===== config.mk =====
export PLATFORM = sky130hd
export DESIGN_NAME = draw_task_overlap_scoreboard
export DESIGN_NICKNAME = d
export VERILOG_FILES = /design/src/sv/dtos_pkg.sv /design/src/sv/dtos_front.sv /design/src/sv/dtos_back.sv /design/src/sv/draw_task_overlap_scoreboard.sv
export SDC_FILE = /design/constraint.sdc
export NUM_CORES = 2
export LEC_CHECK = 0
export BUFFER_PORTS_ARGS = -buffer_cell sky130_fd_sc_hd__buf_2
export CORE_UTILIZATION = 39
export CTS_BUF_LIST = sky130_fd_sc_hd__clkbuf_4
export DETAILED_ROUTE_END_ITERATION = 8
export PLACE_DENSITY = 0.65
export SYNTH_ARGS = -nofsm -noshare
export SYNTH_HDL_FRONTEND = slang
export SYNTH_HIERARCHICAL = 1
export SYNTH_SLANG_ARGS = --single-unit

===== constraint.sdc =====
create_clock -name clk -period 21.2 [get_ports clk]
set_input_delay 3.18 -clock clk [delete_from_list [all_inputs] [get_ports clk]]
set_output_delay 3.18 -clock clk [all_outputs]
set_load 0.03 [all_outputs]

===== src/sv/dtos_pkg.sv =====
// shared types and constants for the draw task overlap scoreboard
`default_nettype none
package dtos_pkg;
    localparam int TableDepth = 16;
    localparam int PosW = $clog2(TableDepth);
    localparam int CntW = $clog2(TableDepth + 1);
    localparam int CoordW = 15;
    localparam int DimW = 14;
    localparam int UnitW = 8;
    localparam int QDepth = 2;

    typedef enum logic [1:0] {ACT_ADD = 2'd0, ACT_SET = 2'd1, ACT_PURGE = 2'd2, ACT_FIND = 2'd3} action_t;
    typedef enum logic [1:0] {ST_QUEUED = 2'd0, ST_BUSY = 2'd1, ST_WAIT = 2'd2, ST_READY = 2'd3} tstate_t;
    typedef enum logic [1:0] {RS_OK = 2'd0, RS_FULL = 2'd1, RS_NONE = 2'd2, RS_BADPOS = 2'd3} rstatus_t;
    localparam logic CFG_WIDTH = 1'b0;
    localparam logic CFG_HEIGHT = 1'b1;

    typedef struct packed {
        logic signed [CoordW-1:0] left;
        logic signed [CoordW-1:0] top;
        logic signed [CoordW-1:0] right;
        logic signed [CoordW-1:0] bottom;
    } rect_t;

    typedef struct packed {
        action_t          action;
        rect_t            rect;
        logic [UnitW-1:0] unit_id;
        logic [PosW-1:0]  position;
        logic             use_start;
        tstate_t          new_state;
    } req_t;

    typedef struct packed {
        rstatus_t        status;
        logic [PosW-1:0] found_position;
        logic [CntW-1:0] task_count;
    } rsp_t;

    typedef enum logic [2:0] {
        BK_IDLE, BK_PURGE, BK_SCAN, BK_CHECK, BK_DONE
    } bk_state_t;

    function automatic logic overlap(rect_t a, rect_t b);
        logic signed [CoordW-1:0] l, t, r, bt;
        l  = (a.left > b.left) ? a.left : b.left;
        t  = (a.top > b.top) ? a.top : b.top;
        r  = (a.right < b.right) ? a.right : b.right;
        bt = (a.bottom < b.bottom) ? a.bottom : b.bottom;
        return (l <= r) && (t <= bt);
    endfunction
endpackage
`default_nettype wire


===== src/sv/dtos_front.sv =====
// request queue between the input port and the table engine
`default_nettype none
module dtos_front import dtos_pkg::*; (
    input  wire logic clk,
    input  wire logic rst_n,
    input  wire logic in_push,
    input  wire req_t in_req,
    output logic      in_full,
    output logic      out_valid,
    output req_t      out_req,
    input  wire logic out_take
);
    localparam int QW = $clog2(QDepth);
    req_t mem_reg [QDepth];
    logic [QW-1:0] wr_reg, rd_reg;
    logic [QW:0] cnt_reg;

    assign in_full = (cnt_reg == (QW+1)'(QDepth));
    assign out_valid = (cnt_reg != '0);
    assign out_req = mem_reg[rd_reg];

    // storage
    always_ff @(posedge clk)
    begin
        if (in_push && !in_full)
            mem_reg[wr_reg] <= in_req;
    end

    // pointers
    always_ff @(posedge clk or negedge rst_n)
    begin
        if (!rst_n)
        begin
            wr_reg <= '0;
            rd_reg <= '0;
            cnt_reg <= '0;
        end
        else
        begin
            if (in_push && !in_full)
                wr_reg <= (wr_reg == QW'(QDepth-1)) ? '0 : wr_reg + 1'b1;
            if (out_take && out_valid)
                rd_reg <= (rd_reg == QW'(QDepth-1)) ? '0 : rd_reg + 1'b1;
            cnt_reg <= cnt_reg + (QW+1)'(in_push && !in_full)
                               - (QW+1)'(out_take && out_valid);
        end
    end
endmodule
`default_nettype wire


===== src/sv/dtos_back.sv =====
// task table and sequencer for add, set state, purge and find
`default_nettype none
module dtos_back import dtos_pkg::*; (
    input  wire logic clk,
    input  wire logic rst_n,
    input  wire logic req_valid,
    input  wire req_t req,
    output logic      req_take,
    input  wire logic [DimW-1:0] scr_w,
    input  wire logic [DimW-1:0] scr_h,
    output logic      rsp_valid,
    output rsp_t      rsp,
    input  wire logic rsp_pop
);
    rect_t            rect_reg [TableDepth];
    tstate_t          st_reg   [TableDepth];
    logic [UnitW-1:0] unit_reg [TableDepth];
    logic [CntW-1:0]  cnt_reg, cnt_next;
    bk_state_t        bk_reg, bk_next;
    req_t             cur_reg, cur_next;
    logic [CntW-1:0]  i_reg, i_next, j_reg, j_next, w_reg, w_next;
    rsp_t             res_reg, res_next;
    rsp_t             out_reg, out_next;
    logic             ov_reg, ov_next;
    logic             wr_add, wr_set, wr_move;
    logic [PosW-1:0]  ip, jp;
    logic             head_block, cand_ok, blocker;

    assign ip = i_reg[PosW-1:0];
    assign jp = j_reg[PosW-1:0];
    assign rsp_valid = ov_reg;
    assign rsp = out_reg;

    // full-screen head check
    always_comb
    begin
        head_block = (cnt_reg != '0) && (st_reg[0] != ST_QUEUED)
            && (rect_reg[0].left <= 0) && (rect_reg[0].top <= 0)
            && (16'(signed'(rect_reg[0].right)) >= $signed({2'b00, scr_w}) - 16'sd1)
            && (16'(signed'(rect_reg[0].bottom)) >= $signed({2'b00, scr_h}) - 16'sd1);
        cand_ok = (st_reg[ip] == ST_QUEUED)
            && (unit_reg[ip] == '0 || unit_reg[ip] == cur_reg.unit_id);
        blocker = (st_reg[jp] != ST_READY) && overlap(rect_reg[jp], rect_reg[ip]);
    end

    // sequencer
    always_comb
    begin
        bk_next = bk_reg;
        cur_next = cur_reg;
        i_next = i_reg;
        j_next = j_reg;
        w_next = w_reg;
        cnt_next = cnt_reg;
        res_next = res_reg;
        out_next = out_reg;
        ov_next = ov_reg && !rsp_pop;
        req_take = 1'b0;
        wr_add = 1'b0;
        wr_set = 1'b0;
        wr_move = 1'b0;
        unique case (bk_reg)
            BK_IDLE:
            begin
                if (req_valid)
                begin
                    req_take = 1'b1;
                    cur_next = req;
                    res_next = '{RS_OK, '0, cnt_reg};
                    unique case (req.action)
                        ACT_ADD:
                        begin
                            if (cnt_reg == CntW'(TableDepth))
                                res_next.status = RS_FULL;
                            else
                            begin
                                wr_add = 1'b1;
                                res_next.found_position = cnt_reg[PosW-1:0];
                                cnt_next = cnt_reg + 1'b1;
                                res_next.task_count = cnt_next;
                            end
                            bk_next = BK_DONE;
                        end
                        ACT_SET:
                        begin
                            if (CntW'(req.position) < cnt_reg)
                            begin
                                wr_set = 1'b1;
                                res_next.found_position = req.position;
                            end
                            else
                                res_next.status = RS_BADPOS;
                            bk_next = BK_DONE;
                        end
                        ACT_PURGE:
                        begin
                            i_next = '0;
                            w_next = '0;
                            bk_next = BK_PURGE;
                        end
                        default:
                        begin
                            if (req.use_start && CntW'(req.position) >= cnt_reg)
                            begin
                                res_next.status = RS_BADPOS;
                                bk_next = BK_DONE;
                            end
                            else
                            begin
                                res_next.status = RS_NONE;
                                i_next = req.use_start ? CntW'(req.position) + 1'b1 : '0;
                                bk_next = head_block ? BK_DONE : BK_SCAN;
                            end
                        end
                    endcase
                end
            end
            BK_PURGE:
            begin
                if (i_reg == cnt_reg)
                begin
                    cnt_next = w_reg;
                    res_next.task_count = w_reg;
                    bk_next = BK_DONE;
                end
                else
                begin
                    if (st_reg[ip] != ST_READY)
                    begin
                        wr_move = 1'b1;
                        w_next = w_reg + 1'b1;
                    end
                    i_next = i_reg + 1'b1;
                end
            end
            BK_SCAN:
            begin
                if (i_reg >= cnt_reg)
                    bk_next = BK_DONE;
                else if (cand_ok)
                begin
                    j_next = '0;
                    bk_next = BK_CHECK;
                end
                else
                    i_next = i_reg + 1'b1;
            end
            BK_CHECK:
            begin
                if (j_reg == i_reg)
                begin
                    res_next.status = RS_OK;
                    res_next.found_position = ip;
                    bk_next = BK_DONE;
                end
                else if (blocker)
                begin
                    i_next = i_reg + 1'b1;
                    bk_next = BK_SCAN;
                end
                else
                    j_next = j_reg + 1'b1;
            end
            BK_DONE:
            begin
                if (!ov_reg || rsp_pop)
                begin
                    ov_next = 1'b1;
                    out_next = res_reg;
                    bk_next = BK_IDLE;
                end
            end
            default: bk_next = BK_IDLE;
        endcase
    end

    // table storage
    always_ff @(posedge clk)
    begin
        if (wr_add)
        begin
            rect_reg[cnt_reg[PosW-1:0]] <= req.rect;
            st_reg[cnt_reg[PosW-1:0]] <= ST_QUEUED;
            unit_reg[cnt_reg[PosW-1:0]] <= req.unit_id;
        end
        if (wr_set)
            st_reg[req.position] <= req.new_state;
        if (wr_move)
        begin
            rect_reg[w_reg[PosW-1:0]] <= rect_reg[ip];
            st_reg[w_reg[PosW-1:0]] <= st_reg[ip];
            unit_reg[w_reg[PosW-1:0]] <= unit_reg[ip];
        end
        cur_reg <= cur_next;
        i_reg <= i_next;
        j_reg <= j_next;
        w_reg <= w_next;
        res_reg <= res_next;
        out_reg <= out_next;
    end

    // control state
    always_ff @(posedge clk or negedge rst_n)
    begin
        if (!rst_n)
        begin
            bk_reg <= BK_IDLE;
            cnt_reg <= '0;
            ov_reg <= 1'b0;
        end
        else
        begin
            bk_reg <= bk_next;
            cnt_reg <= cnt_next;
            ov_reg <= ov_next;
        end
    end
endmodule
`default_nettype wire


===== src/sv/draw_task_overlap_scoreboard.sv =====
// top level of the draw task overlap scoreboard
//
// input channel: push/full; a request is taken when push is high and full low.
// requests sit in a two-entry queue, then the table engine runs them one at
// a time. result channel: empty/pop; the result shows while empty is low and
// leaves on pop. config: cfg_valid/cfg_ready with cfg_index (0 width,
// 1 height) and cfg_data; ready is always high.
// purge walks the whole table; find scans for a queued candidate of a matching
// unit and checks it against older entries (one entry compare per cycle in the
// overlap check loop). the next request starts only after the previous result
// is in the output register, so the engine takes no new request before it is
// through with the last one.
// reset empties the table and restores 480x320. a stalled result holds the
// engine in its done state; the input queue keeps filling until full.
`default_nettype none
module draw_task_overlap_scoreboard import dtos_pkg::*; (
    input  wire logic clk,
    input  wire logic rst_n,
    input  wire logic push,
    output logic      full,
    input  wire logic [1:0] action,
    input  wire logic signed [CoordW-1:0] left,
    input  wire logic signed [CoordW-1:0] top,
    input  wire logic signed [CoordW-1:0] right,
    input  wire logic signed [CoordW-1:0] bottom,
    input  wire logic [UnitW-1:0] unit_id,
    input  wire logic [PosW-1:0] position,
    input  wire logic use_start,
    input  wire logic [1:0] new_state,
    output logic      empty,
    input  wire logic pop,
    output logic [1:0] status,
    output logic [PosW-1:0] found_position,
    output logic [CntW-1:0] task_count,
    input  wire logic cfg_valid,
    output logic      cfg_ready,
    input  wire logic cfg_index,
    input  wire logic [DimW-1:0] cfg_data
);
    req_t in_req, q_req;
    rsp_t rsp;
    logic q_valid, q_take, rsp_valid;
    logic [DimW-1:0] scr_w_reg, scr_h_reg;

    assign in_req = '{action_t'(action), '{left, top, right, bottom}, unit_id,
                      position, use_start, tstate_t'(new_state)};
    assign cfg_ready = 1'b1;

    // screen size registers
    always_ff @(posedge clk or negedge rst_n)
    begin
        if (!rst_n)
        begin
            scr_w_reg <= DimW'(480);
            scr_h_reg <= DimW'(320);
        end
        else if (cfg_valid)
        begin
            if (cfg_index == CFG_WIDTH)
                scr_w_reg <= cfg_data;
            else
                scr_h_reg <= cfg_data;
        end
    end

    dtos_front u_front (
        .clk(clk), .rst_n(rst_n), .in_push(push), .in_req(in_req), .in_full(full),
        .out_valid(q_valid), .out_req(q_req), .out_take(q_take)
    );

    dtos_back u_back (
        .clk(clk), .rst_n(rst_n), .req_valid(q_valid), .req(q_req), .req_take(q_take),
        .scr_w(scr_w_reg), .scr_h(scr_h_reg), .rsp_valid(rsp_valid), .rsp(rsp),
        .rsp_pop(pop)
    );

    assign empty = !rsp_valid;
    assign status = rsp.status;
    assign found_position = rsp.found_position;
    assign task_count = rsp.task_count;
endmodule
`default_nettype wire


== Yosys cells after proc, flatten, opt, wreduce, memory -nomap -nowiden ==
Memory sizes are Yosys's and may differ from the RTL's. A register that Yosys moved wholly into a read port is not among the register bits.
Index checks and enable logic that the tools add are counted.

* Memories: 4
* Input port bits: 97
* RAM bits: 1274
* Word-level logic and storage cells: 217
* Register bits after elaboration: 86

* Equality and inequality tests: 32
* $lt $le $gt $ge: 13
* Add/sub/neg operators: 11
* Bitwise operators: 1
* Reduce and logical (&&, ||, !) cells: 44
* Mux-type cells: 94

{| class="wikitable"
|+ Memories
! name !! words !! bits a word !! rd ports !! clocked after memory_dff !! write ports !! RTL line !! source
|-
| u_back.rect_reg || 16 || 60 || 3 || 2 || 1 || dtos_back.sv:15 || <nowiki>rect_t rect_reg [TableDepth];</nowiki>
|-
| u_front.mem_reg || 2 || 77 || 1 || 0 || 1 || dtos_front.sv:14 || <nowiki>req_t mem_reg [QDepth];</nowiki>
|-
| u_back.unit_reg || 16 || 8 || 1 || 1 || 1 || dtos_back.sv:17 || <nowiki>logic [UnitW-1:0] unit_reg [TableDepth];</nowiki>
|-
| u_back.st_reg || 16 || 2 || 3 || 2 || 1 || dtos_back.sv:16 || <nowiki>tstate_t st_reg [TableDepth];</nowiki>
|}

{| class="wikitable"
|+ Operators with widths
! cell !! count
|-
| $mux 5 || 21
|-
| $mux 15 || 4
|-
| $mux 60 || 1
|-
| $reduce_or 60->1 || 1
|-
| $pmux 5 s2 || 5
|-
| $mux 4 || 10
|-
| $mux 1 || 31
|-
| $ge 15x15->1 || 2
|-
| $gt 15x15->1 || 2
|-
| $le 15x1->1 const B || 2
|-
| $le 15x15->1 || 2
|-
| $lt 15x15->1 || 2
|-
| $sub 14x1->15 const B || 2
|-
| $mux 3 || 9
|-
| $ne 2x2->1 const B || 12
|-
| $add 5x1->5 const B || 4
|-
| $pmux 5 s4 || 1
|-
| $reduce_and 5->1 || 4
|-
| $pmux 3 s5 || 1
|-
| $logic_and 1x1->1 || 12
|-
| $ne 2x1->1 const B || 6
|-
| $pmux 6 s2 || 1
|-
| $mux 11 || 1
|-
| $eq 5x5->1 || 2
|-
| other kinds (37) || 57
|}

== Logic depth before layout (Yosys ltp) ==
An unclocked memory read counts as a cell.

* Depth after elaboration: 12
* Depth in mapped cells: 32
* Mapped depth without buffers: 23

== Hierarchy ==
Netlist, hierarchy kept.

{| class="wikitable"
|+ By module, submodules not included
! module !! cells an instance !! area each (um2) !! times used !! seq. area each (um2)
|-
| dtos_back || 3037 || 58223.3 || 1 || 35368.9
|-
| dtos_front || 258 || 5836.8 || 1 || 4724.5
|-
| draw_task_overlap_scoreboard || 64 || 1098.6 || 1 || 708.2
|}

== Worst setup path before layout ==
OpenSTA, ideal clock, no wires.

* Path type: flip-flop to flip-flop
* Start point: register (tool-made name)
* End point: register (tool-made name)
* Data required time: 21077 ps
* Library setup time: 123 ps
* Arrival time: 7359 ps
* Stages on the path, launching flop included: 32
* Period minus slack after synthesis: 7482 ps
* Buffers on the path: 9
* Setup slack: 13718 ps
* Path through: dfxtp_1 > buf_2 > buf_6 > buf_4 > buf_6 > buf_4 > buf_2 > buf_2 > mux4_2 > mux4_2 > inv_1 > ha_1 > nor2b_1 > o21a_1 > o21a_1 > o21a_1 > o21a_1 > o21a_1 > o21ai_0 > a41o_1 > buf_1 > clkbuf_1 > mux2_2 > ha_1 > a21o_1 > a2111oi_0 > o21a_1 > a222oi_1 > nor4_1 > o221ai_1 > a21oi_2 > mux2_1

==> impl_metrics.yaml <==
timing:
  rsz0062_at_grt: "no"
  finalHoldViolCount: 0
  final.min_clock_period_ns: 9.000
  slew_viol_final: 0
  worst_slack_ns: 12.20
  slew_headroom: 0.1485
  layout_worst_path_cycle_share: 0.4245
  fin_worst_skew_ns: 0.1127
  tightestPinTransition_ns: 1.277
  fin_setup_tns_ns: 0
  setup-violations-final: 0
  fmax_ghz: 0.1111
power_and_ir_drop:
  post_route_total_power_uw: 11680
  power_per_cell_area_nw_per_um2: 161.0
  vdd.ir_drop.worst_v: 0.0001236
  power.leakage_uw: 0.02412
global_routing:
  grt_start_max_net_pins: 136
  grt-ovfl-total: 0
  via_count_of_the_first_global_routing_pass: 37574
  global_route_total_usage_across_every_layer: 0.2068
  grt_pass1_wl_um: 254300
  antenna_found_initial: 8
routing:
  drt-vias-per-instance: 5.988
  wl_per_cell_um: 28.36
  met3RoutedLength_um: 14920
  routed-via-count: 36788
  drtIter0Drc: 3729
  drcViolationCount: 0
  first_pass_iters: 5
  dr_wl_met2_um: 82550
  detail_route.wirelength_um: 174300
  postRouteAntennaNets: 0
  met1_length_um: 71780
  maxUsedRoutingLayer: "met5"
synthesis:
  synth_async_sr_flop_share: 0.02997
  synth-seq-cells: 1368
  avgSynthCellArea_sq_um: 19.40
  synth-edff-count: 1319
  synth_warnings: 6
  seq_area_frac_synth: 0.6262
  mappedNetlistNets: 3594
  yosys.area.top_type: "edfxtp_1"
  post_synth_main_area_contributors: "edfxtp_1 (61%), mux4_2 (22%), mux2_2 (3.1%)"
  synth_flop_cell: "edfxtp_1"
  yosys.cell_types.count: 76
  cell_count_after_synthesis: 3359
  netlist_area_sq_um: 65160
  synth_top_area_frac: 0.6079
floorplan:
  die_height_um: 410.7
  floorplan.initialDensity: 0.3940
  die-area_sq_um: 168700
  coreArea_sq_um: 165400
  pin_count: 111
  die_x_um: 410.7
  fp-row-count: 149
critical_path:
  worstPathRequired_ns: 22.29
  cp-start-kind: "register"
  worst-path-max-fanout: 41
  worst_setup_path_end_kind: "register"
  timing.critical_path.arrival_ns: 10.09
  criticalPathCategory: "reg -> reg"
clock_tree:
  cts_buffers: 370
  cts_tree: "built"
  cts.repair.resized: 0
  clock-sinks: 1368
  post_cts_hold_buffer_count: 0
  clkTransAtPathRegs_ns: 0.06
  clock_latency_of_the_later_clocked_register_in_the_worst_skew_pair_ns: 1.31
  htree_num_levels: 5
  cts_setup_buffers: 0
  cts-root-buf: "clkbuf_4"
  cts_buffer_depth: 4
job:
  drv.max_cap_violation_count: 0
finish:
  postLayoutCoreUtil: 0.4386
  fillers: 14285
  stdcell_count: 6144
  post_route_cells_drive_above_1_share: 0.4049
  largest_register_ffs: 960
  fin_nets: 3942
  area_delta_synth_final_pct: 11.32
status:
  outcome: "finished, final reports clean"
place:
  dp.cells: 5523
  routabilityCongestion: 0.8560
  dpl_worst_slack_ns: 11.55
  numPortBuffers: 109
  post-dp-hpwl_um: 100700
min_path:
  min-delay-path-class: "reg -> reg"
-- report_power, final --
group	internal [uW]	switching, uW
Clock	1130	1070
Sequential	3890	275
Combinational	2170	3140
Total	7190	4490
-- logic make-up after synthesis --
kind of cell | after synthesis | synth area share
adders and majority gates | 138 | 0.02650
muxes | 898 | 0.2681
xor gates and xnor gates | 56 | 0.007527
AOI/OAI and AO/OA | 252 | 0.02581
DFF | 1368 | 0.6262
and+or+nand+nor | 347 | 0.02525
other | 1 | 0.00005755
buffers and inverters | 299 | 0.02055
-- Yosys cell counts (25+ instances only) --
| cell type | number |
|---|---|
| edfxtp_1 | 1319 |
| mux4_2 | 635 |
| mux2_2 | 180 |
| ha_1 | 138 |
| nor2_1 | 111 |
| inv_1 | 97 |
| nand2_1 | 79 |
| clkbuf_1 | 78 |
| a21oi_1 | 75 |
| buf_2 | 51 |
| buf_1 | 47 |
| o21ai_0 | 45 |
| mux2i_1 | 42 |
| nand3_1 | 36 |
| dfrtp_1 | 35 |
| xnor2_1 | 32 |
| a221oi_1 | 31 |
| nor3_1 | 25 |
-- through the flow --
stage / hold WS, ns / cell area, sq um
CTS: 0.4207 / 72520
floorplan: 0.4003 / 65160
global route: 0.4190 / 72540
global placement: 0.4089 / 68210
detailed placement: 0.4054 / 68210
finish: 0.4164 / 72540
-- per-layer routing --
layer,GRT usage,up-vias
li1,-,15174
met1,0.2875,19428
met2,0.3234,1842
met3,0.04159,340
met4,0.07373,4
met5,0,-
-- final timing paths --
| kind | depth (start not counted) | slack (ns) | endpoint | startpoint |
|---|---|---|---|---|
| min in group asynchronous | 2 | 1.96 | scr_h_reg[9] | rst_n |
| max in group asynchronous | 2 | 18.59 | u_front/rd_reg | rst_n |
| setup / recovery | 23 | 12.20 | register | register |
| hold reg to reg | 0 | 0.42 | u_back/rsp[1] | u_back/res_reg[1] |
| setup reg to reg | 23 | 12.20 | register | register |
| hold / removal | 0 | 0.42 | u_back/rsp[1] | u_back/res_reg[1] |
-- area by class of cell --
class                   count  area [sq um]  area share
diodes                      6         15.01   0.0002070
well taps                2189          2739     0.03776
inverters                  99         376.6    0.005192
clock buffers             519          3896     0.05371
clock inverters            95         414.1    0.005710
multi-input cells        1692         23150      0.3192
repair buffers            176          1109     0.01528
flip-flops and latches   1368         40830      0.5629
-- worst max-delay path, cell delays in order (launching register included) --
cell	delay (ns)
dfxtp_4	0.83
buf_4	0.80
mux4_2	0.60
mux4_2	0.55
inv_1	0.10
ha_1	0.16
a21o_1	0.11
a21o_1	0.10
a21oi_1	0.08
o21ai_2	0.97
nor2_1	0.57
a221oi_1	0.44
a21oi_1	0.08
a221oi_1	0.63
ha_1	0.37
a21o_1	0.18
a2111oi_0	0.42
o21a_1	0.18
a222oi_1	0.10
nor4_1	0.31
buf_2	0.26
o221ai_1	0.16
a21oi_2	0.46
mux2_1	0.37
-- placed cells by master (no fill, tap or decap), types with 61 or more instances in the layout --
| cell type | synthesis | routed |
|---|---|---|
| clkbuf_4 | 0 | 519 |
| clkinv_1 | 1 | 75 |
| nand2_1 | 79 | 79 |
| mux4_2 | 635 | 635 |
| a21oi_1 | 75 | 75 |
| buf_4 | 12 | 61 |
| nor2_1 | 111 | 94 |
| ha_1 | 138 | 138 |
| buf_2 | 51 | 110 |
| mux2_2 | 180 | 180 |
| edfxtp_1 | 1319 | 1319 |
| inv_1 | 97 | 97 |
Note: power is estimated with default switching activity, not from simulation.
